<file path="config.mk">
export PLATFORM = sky130hd
export DESIGN_NAME = masked_sliding_median_filter_unit_flat
export DESIGN_NICKNAME = d
export VERILOG_FILES = /design/src/design/msmf_pkg.sv /design/src/design/msmf_if.sv /design/src/design/masked_sliding_median_filter_unit.sv /design/src/design/msmf_ctrl.sv /design/src/design/msmf_dpath.sv /design/src/flat_wrapper.sv
export SDC_FILE = /design/constraint.sdc
export NUM_CORES = 2
export LEC_CHECK = 0
export BUFFER_PORTS_ARGS = -buffer_cell sky130_fd_sc_hd__buf_2
export CORE_ASPECT_RATIO = 1.25
export CORE_MARGIN = 3
export CORE_UTILIZATION = 25
export CTS_CLUSTER_DIAMETER = 120
export DETAILED_ROUTE_END_ITERATION = 8
export SETUP_SLACK_MARGIN = 0.1
export SYNTH_ARGS = -nofsm -noshare
export SYNTH_HDL_FRONTEND = slang
export SYNTH_SLANG_ARGS = --single-unit
</file>
<file path="constraint.sdc">
create_clock -name clk -period 34.1 [get_ports clk]
set_clock_uncertainty 0.1 [all_clocks]
set_input_delay 3.41 -clock clk [delete_from_list [all_inputs] [get_ports clk]]
set_output_delay 3.41 -clock clk [all_outputs]
set_load 0.02 [all_outputs]
</file>
<file path="src/design/msmf_pkg.sv">
// Shared types and constants of the masked sliding median filter.
package msmf_pkg;

  localparam int RADIUS_BITS = 5;
  localparam int CFG_IDX_BITS = 1;

  typedef enum logic [CFG_IDX_BITS-1:0] {
    CFG_RADIUS    = 1'b0,
    CFG_BAD_LEVEL = 1'b1
  } cfg_idx_t;

  typedef enum logic [2:0] {
    ST_IDLE,
    ST_FLUSH,
    ST_MASK,
    ST_SCAN,
    ST_PUSH
  } ctrl_state_t;

  typedef struct packed {
    logic shift;
    logic clear;
    logic mask_load;
    logic scan_run;
    logic out_load;
    logic res_last;
  } dp_cmd_t;

  typedef struct packed {
    logic scan_done;
    logic out_free;
  } dp_sts_t;

endpackage

</file>
<file path="src/design/msmf_if.sv">
// Request channel interfaces: input samples, filtered results, register writes.
interface msmf_in_if #(parameter int SAMPLE_BITS = 24) ();
  logic                          valid;
  logic                          ready;
  logic signed [SAMPLE_BITS-1:0] sample;
  logic                          last;
  modport source (output valid, sample, last, input ready);
  modport sink (input valid, sample, last, output ready);
endinterface

interface msmf_out_if #(parameter int SAMPLE_BITS = 24) ();
  logic                          valid;
  logic                          ready;
  logic signed [SAMPLE_BITS-1:0] filtered;
  logic                          last_out;
  modport source (output valid, filtered, last_out, input ready);
  modport sink (input valid, filtered, last_out, output ready);
endinterface

interface msmf_cfg_if #(parameter int SAMPLE_BITS = 24) ();
  logic                              valid;
  logic                              ready;
  logic [msmf_pkg::CFG_IDX_BITS-1:0] index;
  logic [SAMPLE_BITS-1:0]            data;
  modport source (output valid, index, data, input ready);
  modport sink (input valid, index, data, output ready);
endinterface

</file>
<file path="src/design/masked_sliding_median_filter_unit.sv">
// Top level of the masked sliding median filter: register file, controller, datapath.
//
//   channel  | dir | handshake     | payload
//   in_ch    | in  | valid / ready | sample, last
//   out_ch   | out | valid / ready | filtered, last_out
//   cfg_ch   | in  | valid / ready | index, data (0 radius, 1 bad_level)
//
// A request that yields no result only shifts its sample into the window. A request with a result
// passes accept, mask load, the rank scan and output load. Each flushed result adds a flush step,
// mask load, rank scan and output load, the rank scan rotating the whole window register past one
// comparator row, one candidate a cycle.
// Reset is synchronous, active low; registers come up radius 1, bad_level -1.
// The output register lets the next request enter while a result waits on out_ch.ready;
// a stalled output holds the controller only when a further result is ready to load.
module masked_sliding_median_filter_unit #(
  parameter int MAX_RADIUS = 16,
  parameter int SAMPLE_BITS = 24
) (
  input logic              clk,
  input logic              rst_n,
  msmf_in_if.sink          in_ch,
  msmf_out_if.source       out_ch,
  msmf_cfg_if.sink         cfg_ch
);

  localparam int IW = $clog2(2 * MAX_RADIUS + 1);

  logic [msmf_pkg::RADIUS_BITS-1:0] radius_r;
  logic signed [SAMPLE_BITS-1:0]    bad_r;
  msmf_pkg::dp_cmd_t                cmd;
  msmf_pkg::dp_sts_t                sts;
  logic [IW-1:0]                    lo, hi;

  assign cfg_ch.ready = 1'b1;

  always_ff @(posedge clk) begin
    if (!rst_n) begin
      radius_r <= msmf_pkg::RADIUS_BITS'(1);
      bad_r    <= '1;
    end else if (cfg_ch.valid) begin
      case (cfg_ch.index)
        msmf_pkg::CFG_RADIUS:    radius_r <= cfg_ch.data[msmf_pkg::RADIUS_BITS-1:0];
        msmf_pkg::CFG_BAD_LEVEL: bad_r <= cfg_ch.data;
        default: ;
      endcase
    end
  end

  msmf_ctrl #(
    .MAX_RADIUS(MAX_RADIUS)
  ) u_ctrl (
    .clk      (clk),
    .rst_n    (rst_n),
    .radius   (radius_r),
    .in_valid (in_ch.valid),
    .in_last  (in_ch.last),
    .in_ready (in_ch.ready),
    .sts      (sts),
    .cmd      (cmd),
    .lo       (lo),
    .hi       (hi)
  );

  msmf_dpath #(
    .MAX_RADIUS (MAX_RADIUS),
    .SAMPLE_BITS(SAMPLE_BITS)
  ) u_dpath (
    .clk          (clk),
    .rst_n        (rst_n),
    .cmd          (cmd),
    .sts          (sts),
    .lo           (lo),
    .hi           (hi),
    .sample       (in_ch.sample),
    .bad_level    (bad_r),
    .out_ready    (out_ch.ready),
    .out_valid    (out_ch.valid),
    .out_filtered (out_ch.filtered),
    .out_last     (out_ch.last_out)
  );

`ifndef NO_ASSERTIONS
  a_no_shift_in_scan: assert property (@(posedge clk) disable iff (!rst_n)
    (in_ch.valid && in_ch.ready) |-> !cmd.scan_run)
    else $error("sample request accepted during a window scan");

  a_scan_ends: assert property (@(posedge clk) disable iff (!rst_n)
    sts.scan_done |=> !cmd.scan_run)
    else $error("scan continued past its last candidate");

  a_load_free: assert property (@(posedge clk) disable iff (!rst_n)
    cmd.out_load |-> sts.out_free)
    else $error("result loaded over a pending output");

  a_load_after_scan: assert property (@(posedge clk) disable iff (!rst_n)
    cmd.mask_load |=> cmd.scan_run)
    else $error("mask load not followed by a scan");
`endif

endmodule

</file>
<file path="src/design/msmf_ctrl.sv">
// Controller: stream bookkeeping, flush sequencing and datapath commands.
module msmf_ctrl #(
  parameter int MAX_RADIUS = 16,
  parameter int RW = $clog2(MAX_RADIUS + 1),
  parameter int IW = $clog2(2 * MAX_RADIUS + 1)
) (
  input  logic                             clk,
  input  logic                             rst_n,
  input  logic [msmf_pkg::RADIUS_BITS-1:0] radius,
  input  logic                             in_valid,
  input  logic                             in_last,
  output logic                             in_ready,
  input  msmf_pkg::dp_sts_t                sts,
  output msmf_pkg::dp_cmd_t                cmd,
  output logic [IW-1:0]                    lo,
  output logic [IW-1:0]                    hi
);

  msmf_pkg::ctrl_state_t state_r, state_nxt;
  logic [RW-1:0] fill_r, fill_nxt;
  logic [RW-1:0] pend_r, pend_nxt;
  logic          last_r, last_nxt;
  logic          res_last_r, res_last_nxt;
  logic [IW-1:0] lo_r, lo_nxt;
  logic [IW-1:0] hi_r, hi_nxt;
  logic [RW-1:0] r_eff;
  logic [RW-1:0] centre;

  assign r_eff = (radius > msmf_pkg::RADIUS_BITS'(MAX_RADIUS)) ? RW'(MAX_RADIUS) : RW'(radius);
  assign centre = pend_r - 1'b1;
  assign lo = lo_r;
  assign hi = hi_r;

  always_ff @(posedge clk) begin
    if (!rst_n) begin
      state_r    <= msmf_pkg::ST_IDLE;
      fill_r     <= '0;
      pend_r     <= '0;
      last_r     <= 1'b0;
      res_last_r <= 1'b0;
    end else begin
      state_r    <= state_nxt;
      fill_r     <= fill_nxt;
      pend_r     <= pend_nxt;
      last_r     <= last_nxt;
      res_last_r <= res_last_nxt;
    end
    lo_r <= lo_nxt;
    hi_r <= hi_nxt;
  end

  always_comb begin
    state_nxt    = state_r;
    fill_nxt     = fill_r;
    pend_nxt     = pend_r;
    last_nxt     = last_r;
    res_last_nxt = res_last_r;
    lo_nxt       = lo_r;
    hi_nxt       = hi_r;
    cmd          = '0;
    cmd.res_last = res_last_r;
    in_ready     = 1'b0;
    case (state_r)
      msmf_pkg::ST_IDLE: begin
        in_ready = 1'b1;
        if (in_valid) begin
          cmd.shift = 1'b1;
          last_nxt  = in_last;
          if (fill_r >= r_eff) begin
            lo_nxt       = '0;
            hi_nxt       = IW'(2 * r_eff);
            pend_nxt     = in_last ? r_eff : '0;
            res_last_nxt = in_last && (r_eff == '0);
            state_nxt    = msmf_pkg::ST_MASK;
          end else begin
            fill_nxt = fill_r + 1'b1;
            if (in_last) begin
              pend_nxt  = fill_r + 1'b1;
              state_nxt = msmf_pkg::ST_FLUSH;
            end
          end
        end
      end
      msmf_pkg::ST_FLUSH: begin
        lo_nxt       = (centre >= r_eff) ? IW'(centre - r_eff) : '0;
        hi_nxt       = IW'(centre) + IW'(r_eff);
        pend_nxt     = centre;
        res_last_nxt = last_r && (centre == '0);
        state_nxt    = msmf_pkg::ST_MASK;
      end
      msmf_pkg::ST_MASK: begin
        cmd.mask_load = 1'b1;
        state_nxt     = msmf_pkg::ST_SCAN;
      end
      msmf_pkg::ST_SCAN: begin
        cmd.scan_run = 1'b1;
        if (sts.scan_done) begin
          state_nxt = msmf_pkg::ST_PUSH;
        end
      end
      msmf_pkg::ST_PUSH: begin
        if (sts.out_free) begin
          cmd.out_load = 1'b1;
          if (pend_r != '0) begin
            state_nxt = msmf_pkg::ST_FLUSH;
          end else begin
            if (last_r) begin
              cmd.clear = 1'b1;
              fill_nxt  = '0;
              last_nxt  = 1'b0;
            end
            state_nxt = msmf_pkg::ST_IDLE;
          end
        end
      end
      default: begin
        state_nxt = msmf_pkg::ST_IDLE;
      end
    endcase
  end

endmodule

</file>
<file path="src/design/msmf_dpath.sv">
// Datapath: sample window, counting mask, rotating rank scan and output register.
module msmf_dpath #(
  parameter int MAX_RADIUS = 16,
  parameter int SAMPLE_BITS = 24,
  parameter int IW = $clog2(2 * MAX_RADIUS + 1)
) (
  input  logic                          clk,
  input  logic                          rst_n,
  input  msmf_pkg::dp_cmd_t             cmd,
  output msmf_pkg::dp_sts_t             sts,
  input  logic [IW-1:0]                 lo,
  input  logic [IW-1:0]                 hi,
  input  logic signed [SAMPLE_BITS-1:0] sample,
  input  logic signed [SAMPLE_BITS-1:0] bad_level,
  input  logic                          out_ready,
  output logic                          out_valid,
  output logic signed [SAMPLE_BITS-1:0] out_filtered,
  output logic                          out_last
);

  localparam int DEPTH = 2 * MAX_RADIUS + 1;
  localparam int CW = $clog2(DEPTH + 1);

  function automatic logic [CW-1:0] popc(input logic [DEPTH-1:0] v);
    logic [CW-1:0] s;
    s = '0;
    for (int i = 0; i < DEPTH; i++) s = s + CW'(v[i]);
    return s;
  endfunction

  logic signed [SAMPLE_BITS-1:0] win_r [DEPTH];
  logic [DEPTH-1:0]              vld_r;
  logic [DEPTH-1:0]              mask_r;
  logic [DEPTH-1:0]              lt_r, le_r;
  logic signed [SAMPLE_BITS-1:0] cand_r;
  logic                          cand_ok_r;
  logic [CW-1:0]                 cnt_r;
  logic [CW-1:0]                 n_r;
  logic signed [SAMPLE_BITS-1:0] med_r;
  logic                          out_valid_r;
  logic signed [SAMPLE_BITS-1:0] out_data_r;
  logic                          out_last_r;

  logic signed [SAMPLE_BITS:0] limit;
  logic [DEPTH-1:0]            mask_nxt;
  logic [DEPTH-1:0]            lt_nxt, le_nxt;
  logic [CW-1:0]               below, upto, k;
  logic                        rot, evl;

  assign limit = {bad_level[SAMPLE_BITS-1], bad_level} + 1'b1;
  assign rot = cmd.scan_run && (cnt_r < CW'(DEPTH));
  assign evl = cmd.scan_run && (cnt_r != '0);
  assign below = popc(lt_r);
  assign upto = popc(le_r);
  assign k = CW'(({1'b0, n_r} + 1'b1) >> 1);

  assign sts.scan_done = cmd.scan_run && (cnt_r == CW'(DEPTH));
  assign sts.out_free = !out_valid_r || out_ready;
  assign out_valid = out_valid_r;
  assign out_filtered = out_data_r;
  assign out_last = out_last_r;

  always_comb begin
    for (int j = 0; j < DEPTH; j++) begin
      mask_nxt[j] = vld_r[j] && (IW'(j) >= lo) && (IW'(j) <= hi) &&
                    ($signed({win_r[j][SAMPLE_BITS-1], win_r[j]}) > limit);
      lt_nxt[j] = mask_r[j] && (win_r[j] < win_r[0]);
      le_nxt[j] = mask_r[j] && (win_r[j] <= win_r[0]);
    end
  end

  always_ff @(posedge clk) begin
    if (!rst_n) begin
      vld_r       <= '0;
      out_valid_r <= 1'b0;
      cnt_r       <= '0;
    end else begin
      if (cmd.clear) begin
        vld_r <= '0;
      end else if (cmd.shift) begin
        vld_r <= {vld_r[DEPTH-2:0], 1'b1};
      end
      if (cmd.mask_load) begin
        cnt_r <= '0;
      end else if (rot) begin
        cnt_r <= cnt_r + 1'b1;
      end
      if (cmd.out_load) begin
        out_valid_r <= 1'b1;
      end else if (out_ready) begin
        out_valid_r <= 1'b0;
      end
    end
  end

  always_ff @(posedge clk) begin
    if (cmd.shift) begin
      win_r[0] <= sample;
      for (int j = 1; j < DEPTH; j++) win_r[j] <= win_r[j-1];
    end else if (rot) begin
      win_r[DEPTH-1] <= win_r[0];
      for (int j = 0; j < DEPTH - 1; j++) win_r[j] <= win_r[j+1];
    end
    if (cmd.mask_load) begin
      mask_r <= mask_nxt;
    end else if (rot) begin
      mask_r <= {mask_r[0], mask_r[DEPTH-1:1]};
    end
    if (rot) begin
      lt_r      <= lt_nxt;
      le_r      <= le_nxt;
      cand_r    <= win_r[0];
      cand_ok_r <= mask_r[0];
    end
    if (cmd.scan_run && (cnt_r == '0)) begin
      n_r <= popc(mask_r);
    end
    if (evl && cand_ok_r && (below < k) && (k <= upto)) begin
      med_r <= cand_r;
    end
    if (cmd.out_load) begin
      out_data_r <= (n_r == '0) ? bad_level : med_r;
      out_last_r <= cmd.res_last;
    end
  end

endmodule

</file>
<file path="src/flat_wrapper.sv">
// flat-port wrapper written by rule: the top's interface ports become plain ports
module masked_sliding_median_filter_unit_flat 
#(
  parameter int MAX_RADIUS = 16,
  parameter int SAMPLE_BITS = 24
)
  (clk, rst_n, in_ch_valid, in_ch_sample, in_ch_last, in_ch_ready, out_ch_valid, out_ch_filtered, out_ch_last_out, out_ch_ready, cfg_ch_valid, cfg_ch_index, cfg_ch_data, cfg_ch_ready);
  msmf_in_if #(.SAMPLE_BITS(SAMPLE_BITS)) in_ch_i ();
  msmf_out_if #(.SAMPLE_BITS(SAMPLE_BITS)) out_ch_i ();
  msmf_cfg_if #(.SAMPLE_BITS(SAMPLE_BITS)) cfg_ch_i ();
  input logic clk;
  input logic rst_n;
  input wire logic [$bits(in_ch_i.valid)-1:0] in_ch_valid;
  input wire logic [$bits(in_ch_i.sample)-1:0] in_ch_sample;
  input wire logic [$bits(in_ch_i.last)-1:0] in_ch_last;
  output wire logic [$bits(in_ch_i.ready)-1:0] in_ch_ready;
  output wire logic [$bits(out_ch_i.valid)-1:0] out_ch_valid;
  output wire logic [$bits(out_ch_i.filtered)-1:0] out_ch_filtered;
  output wire logic [$bits(out_ch_i.last_out)-1:0] out_ch_last_out;
  input wire logic [$bits(out_ch_i.ready)-1:0] out_ch_ready;
  input wire logic [$bits(cfg_ch_i.valid)-1:0] cfg_ch_valid;
  input wire logic [$bits(cfg_ch_i.index)-1:0] cfg_ch_index;
  input wire logic [$bits(cfg_ch_i.data)-1:0] cfg_ch_data;
  output wire logic [$bits(cfg_ch_i.ready)-1:0] cfg_ch_ready;
  assign in_ch_i.valid = in_ch_valid;
  assign in_ch_i.sample = in_ch_sample;
  assign in_ch_i.last = in_ch_last;
  assign in_ch_ready = in_ch_i.ready;
  assign out_ch_valid = out_ch_i.valid;
  assign out_ch_filtered = out_ch_i.filtered;
  assign out_ch_last_out = out_ch_i.last_out;
  assign out_ch_i.ready = out_ch_ready;
  assign cfg_ch_i.valid = cfg_ch_valid;
  assign cfg_ch_i.index = cfg_ch_index;
  assign cfg_ch_i.data = cfg_ch_data;
  assign cfg_ch_ready = cfg_ch_i.ready;
  masked_sliding_median_filter_unit #(.MAX_RADIUS(MAX_RADIUS), .SAMPLE_BITS(SAMPLE_BITS)) u_core (.clk(clk), .rst_n(rst_n), .in_ch(in_ch_i), .out_ch(out_ch_i), .cfg_ch(cfg_ch_i));
endmodule
</file>
# Yosys cells after proc, flatten, opt, wreduce, memory -nomap -nowiden
# Memories as Yosys holds them, arrays and structs flattened.
# Index checks and enable logic that the tools add are counted.
[totals] ff_bits=275 latch_bits=0 mem_bits_rw=792 rom_bits=0 in_bits=55 out_inout_bits=28 word_cells=627 memories=1
[memory_table] memory="u_core.u_dpath.win_r" depth=33 word_bits=24 read_ports=33 rd_clocked_by_memory_dff=0 wr=33 line_no="msmf_dpath.sv:31" text="logic signed [SAMPLE_BITS-1:0] win_r [DEPTH];"
[classes] n_addsub=103 n_mul=0 div_mod_pow=0 magnitude_cmp=171 eq_ne=13 n_shift=0 n_mux=87 bitwise_logic=35 reduce_logical=196
[op_table] cell="$gt A24 B25 Y1" n=33
[op_table] cell="$mux W24" n=34
[op_table] cell="$le A24 B24 Y1" n=33
[op_table] cell="$lt A24 B24 Y1" n=33
[op_table] cell="$add A6 B1 Y6" n=81
[op_table] cell="$logic_and A1 B1 Y1" n=174
[op_table] cell="$ge A5 B6 Y1 const A" n=16
[op_table] cell="$le A5 B6 Y1 const A" n=16
[op_table] cell="$mux W33" n=2
[op_table] cell="$mux W5" n=10
[op_table] cell="$ge A4 B6 Y1 const A" n=8
[op_table] cell="$le A4 B6 Y1 const A" n=8
[op_table] cell="$or A1 B1 Y1" n=33
[op_table] cell="$mux W6" n=5
[op_table] cell="$add A24 B2 Y25 const B" n=1
[op_table] cell="$ge A3 B6 Y1 const A" n=4
[op_table] cell="$le A3 B6 Y1 const A" n=4
[op_table] cell="$mux W1" n=24
[op_table] cell="$pmux W6 S2" n=2
[op_table] cell="$pmux W5 S2" n=2
[op_table] cell="$add A5 B1 Y6" n=3
[op_table] cell="$add A4 B1 Y5" n=3
[op_table] cell="$mux W3" n=5
[op_table] cell="$pmux W3 S5" n=1
[op_table] cell="other kinds (42)" n=70

# Longest topological paths before layout
[depth] depth_word=35 mapped_depth=22

# Modules after synthesis
# Synthesis repeated with hierarchy kept, for this count alone.
[hier_totals] cells_unflattened=7264 hier_area_um2=83075.9
[modules_own_cells] mod="msmf_dpath" instances=1 cells_per_inst=6906 area_each_um2=79771.5
[modules_own_cells] mod="msmf_ctrl" instances=1 cells_per_inst=224 area_each_um2=2026.9
[modules_own_cells] mod="masked_sliding_median_filter_unit" instances=1 cells_per_inst=134 area_each_um2=1277.5

# Least setup slack after synthesis
# Ideal clock, no wire load.
[synth_path] path_type="input to register" from="in in_ch_valid" to="mem u_core.u_dpath.win_r[0][0] (enable)" setup_ps=5472 t_arrival_ps=16622 required_time_ps=28528 slack_ps=11905 path_stages=3 n_path_buf=1 cell_sequence="nand2_1 clkbuf_1 nand2_1"
[synth_rtl] item="start: declaration" line_no="flat_wrapper.sv:13" text="input wire logic [$bits(in_ch_i.valid)-1:0] in_ch_valid;"
[synth_rtl] item="end: declaration" line_no="msmf_dpath.sv:31"

==> results.md <==
* Final Non-Filler Cells at 13.4k
* Post-synth EDFFs at 981
* Peak supply drop at 0.000170 V
* Power Dens Cells at 93.0 nW/µm²
* Initial antenna violation count at 15
* Pleak at 41.4 nW
* Fmax at 137 MHz
* Slowest Stage Delay on Critical Path at 860 ps
* First-pass iteration count of the detailed router at 6
* #FFs+latches synth at 1,065
* Post-synthesis sequential area ratio at 37.8%
* Post-synth top cells: nand2_1 (2,669), ha_1 (1,648), edfxtp_1 (981), a21oi_1 (604), o21ai_0 (363)
* Worst r2r src: u_core.u_dpath.le_r[23]
* CTS sink cnt at 1,065
* Detail Route Antenna Nets at 0
* Min Tclk post-route at 7280 ps
* Clk buf depth at 3
* CP max-delay cell: buf_4
* Post-CTS setup buffer count at 0
* Avg Cell Area, Syn at 9.40 µm²
* Synth warn at 0
* Area of the core at 328,000 µm²
* Dpl ws at 25,950 ps
* Crit-path max FO at 73
* Vias in the first global route at 65.9k
* Top-count cell post-synth: nand2_1
* Htree depth at 4
* Syn nets at 10.5k
* Final setup TNS at 0 ps
* WP data required at 34,410 ps
* Share of the clock period used by the worst path at 21.4%
* Fraction of layout cells with a size suffix above 1 at 5.95%
* Max Cap Violations at 0
* CP Cell Sequence: buf_2, nand2_1, buf_4, nand2_4, buf_4, buf_4, buf_4, buf_4
* Hold Startpoint: u_core.u_dpath.cand_r[21]
* Total GRT Usage at 17.4%
* CTS root buf: clkbuf_16
* Cell taking the most area after synthesis: edfxtp_1
* Dominant synthesized flop cell: edfxtp_1
* Post_cts resized at 0
* Max-slew violations at 0
* CTS tree: done
* Drt wl/cell at 22.5 µm
* Area contributors post-synth: edfxtp_1 (36%), ha_1 (25%), nand2_1 (12%), a21oi_1 (3.7%), a21o_1 (2.5%)
* Clock Pin Slew Worst Setup and Hold Paths at 70 ps
* Top Ports at 83
* Tot Pwr at 8.63 mW
* Die X at 519 µm
* Worst slew pin tran at 1270 ps
* Startpoint types: primary input
* Post-route DRC at 0
* # rows at 235
* Initial DRC count at 6,338
* First-pass GRT wire length at 442 mm
* GRT overflow at 0
* Worst Setup End Kind: flop
* Die Height at 648 µm
* Post-synth top area share at 35.8%
* Inst Count DP at 13.1k
* Via-per-instance ratio at 5.17
* CTS Hold Bufs at 0
* Setup violators final at 0
* Clock latency on the worst-skew pair at 820 ps
* Async SR Flop Fraction at 0%
* Max-slew headroom at the worst pin at 14.6%
* HPWL after DPL at 226 mm
* Hold Worst Slack at 319 ps
* Synth-to-Final Area Change at 12.7%
* Pin count of the biggest net entering global routing at 221
* Setup CP Type: in2reg
* Routed WL at 301 mm
* RD Place Congestion at 0.931
* Die area at 336,000 µm²
* RSZ-0062 raised after global routing: false
* Synth unique cells at 94
* Status: completed
* PnR worst setup slack at 26,820 ps
* Synthesized instance count at 8,761
* DR vias at 69.1k
* Fin. Hold Viols at 0
* Port bufs at 81
* Most used cell along the critical path: buf_4
* Hold Path Class: reg2reg
* Starting density of the core at 25.1%
* Arrival @ worst endpoint at 7590 ps
* Final nets at 10.7k
* Post-synthesis cell area at 82,400 µm²
* Worst setup path startpoint: in_ch_valid
* CTS buffer count at 130
-- worst max-delay path: cells and delay by family --
family / cells / cell delay, ps
buf+inv: 6 / 3410
simple gates: 2 / 560
-- final cells by class --
cell class / count / area, µm²
sequential: 1065 / 31100
timing repair buffer: 204 / 1350
clock inverter: 75 / 752
clock buffer: 163 / 3500
antenna: 4 / 10.0
multi-input combinational: 7217 / 49600
inverter: 255 / 968
tap: 4384 / 5490
fill: 34600 / 235000
-- kinds of logic after synthesis --
group / after synthesis / share of synthesized area, %
multiplexers: 32 / 0.427
XOR/XNOR: 53 / 0.564
flip-flops: 1065 / 37.8
AND/OR/NAND/NOR: 3770 / 19.8
other: 1 / 0.00455
adder cells (fa/ha/maj): 1724 / 26.9
AO/OA/AOI/OAI: 1637 / 12.2
buffers and inverters: 479 / 2.38
-- metal layers --
| metal | vias up | GRT usage, % | routed length, µm |
|---|---|---|---|
| met2 | 2569 | 29.6 | 144000 |
| li1 | 32300 | - | - |
| met4 | 2 | 8.73 | 16600 |
| met1 | 33500 | 21.4 | 122000 |
| met5 | - | 0 | 13 |
| met3 | 685 | 2.29 | 18000 |
-- final timing paths --
| check | endpoint | slack, ps | cells after the start |
|---|---|---|---|
| worst min register to register | u_core.u_dpath.med_r[21] | 320 | 0 |
| worst min-delay path | u_core.u_dpath.med_r[21] | 320 | 0 |
| worst max register to register | u_core.u_dpath.med_r[11] | 27660 | 18 |
| worst max-delay path | u_core.u_dpath.win_r[0][103] | 26820 | 8 |
-- state kept, by name, indices dropped and copies added, names as in the netlist, 24 cells and up --
name	flops
u_core.u_dpath.win_r	792
u_core.u_dpath.le_r	33
u_core.u_dpath.mask_r	33
u_core.u_dpath.vld_r	33
u_core.u_dpath.lt_r	32
u_core.bad_r	24
u_core.u_dpath.cand_r	24
u_core.u_dpath.med_r	24
u_core.u_dpath.out_filtered	24
-- per-stage QoR --
stage / area [µm²] / util [%]
floorplan: 82400 / -
global placement: 88600 / 27.0
detailed placement: 88600 / 27.0
CTS: 92800 / 28.3
global route: 92800 / 28.3
finish: 92800 / 28.3
-- report_power, final --
group / internal (mW) / switching (mW)
sequential: 2.18 / 0.705
combinational: 1.71 / 2.60
clock: 0.812 / 0.621
-- cells in the final DEF (no fill, tap or decap), types with 22 or more instances in the layout --
cell,netlist,final
edfxtp_1,981,981
clkbuf_16,0,134
buf_2,95,81
nand4_1,300,300
nor4_1,28,28
fa_1,76,76
inv_1,254,229
o21bai_1,27,27
nor2b_1,74,74
dfxtp_1,84,84
and2_1,27,27
a31oi_1,37,37
clkbuf_1,119,25
o21a_1,27,27
buf_4,2,121
and3_1,40,40
mux2_2,25,25
a21oi_1,604,604
a21o_1,279,278
o21ai_0,363,362
nor2_1,215,214
nand2b_1,50,50
nand3_1,183,183
a31o_2,24,24
a41o_1,22,22
a211oi_1,71,71
inv_2,1,22
nor3_1,68,66
or4_1,27,27
nand2_1,2669,2667
ha_1,1648,1648
(Power assumes the default switching activity.)
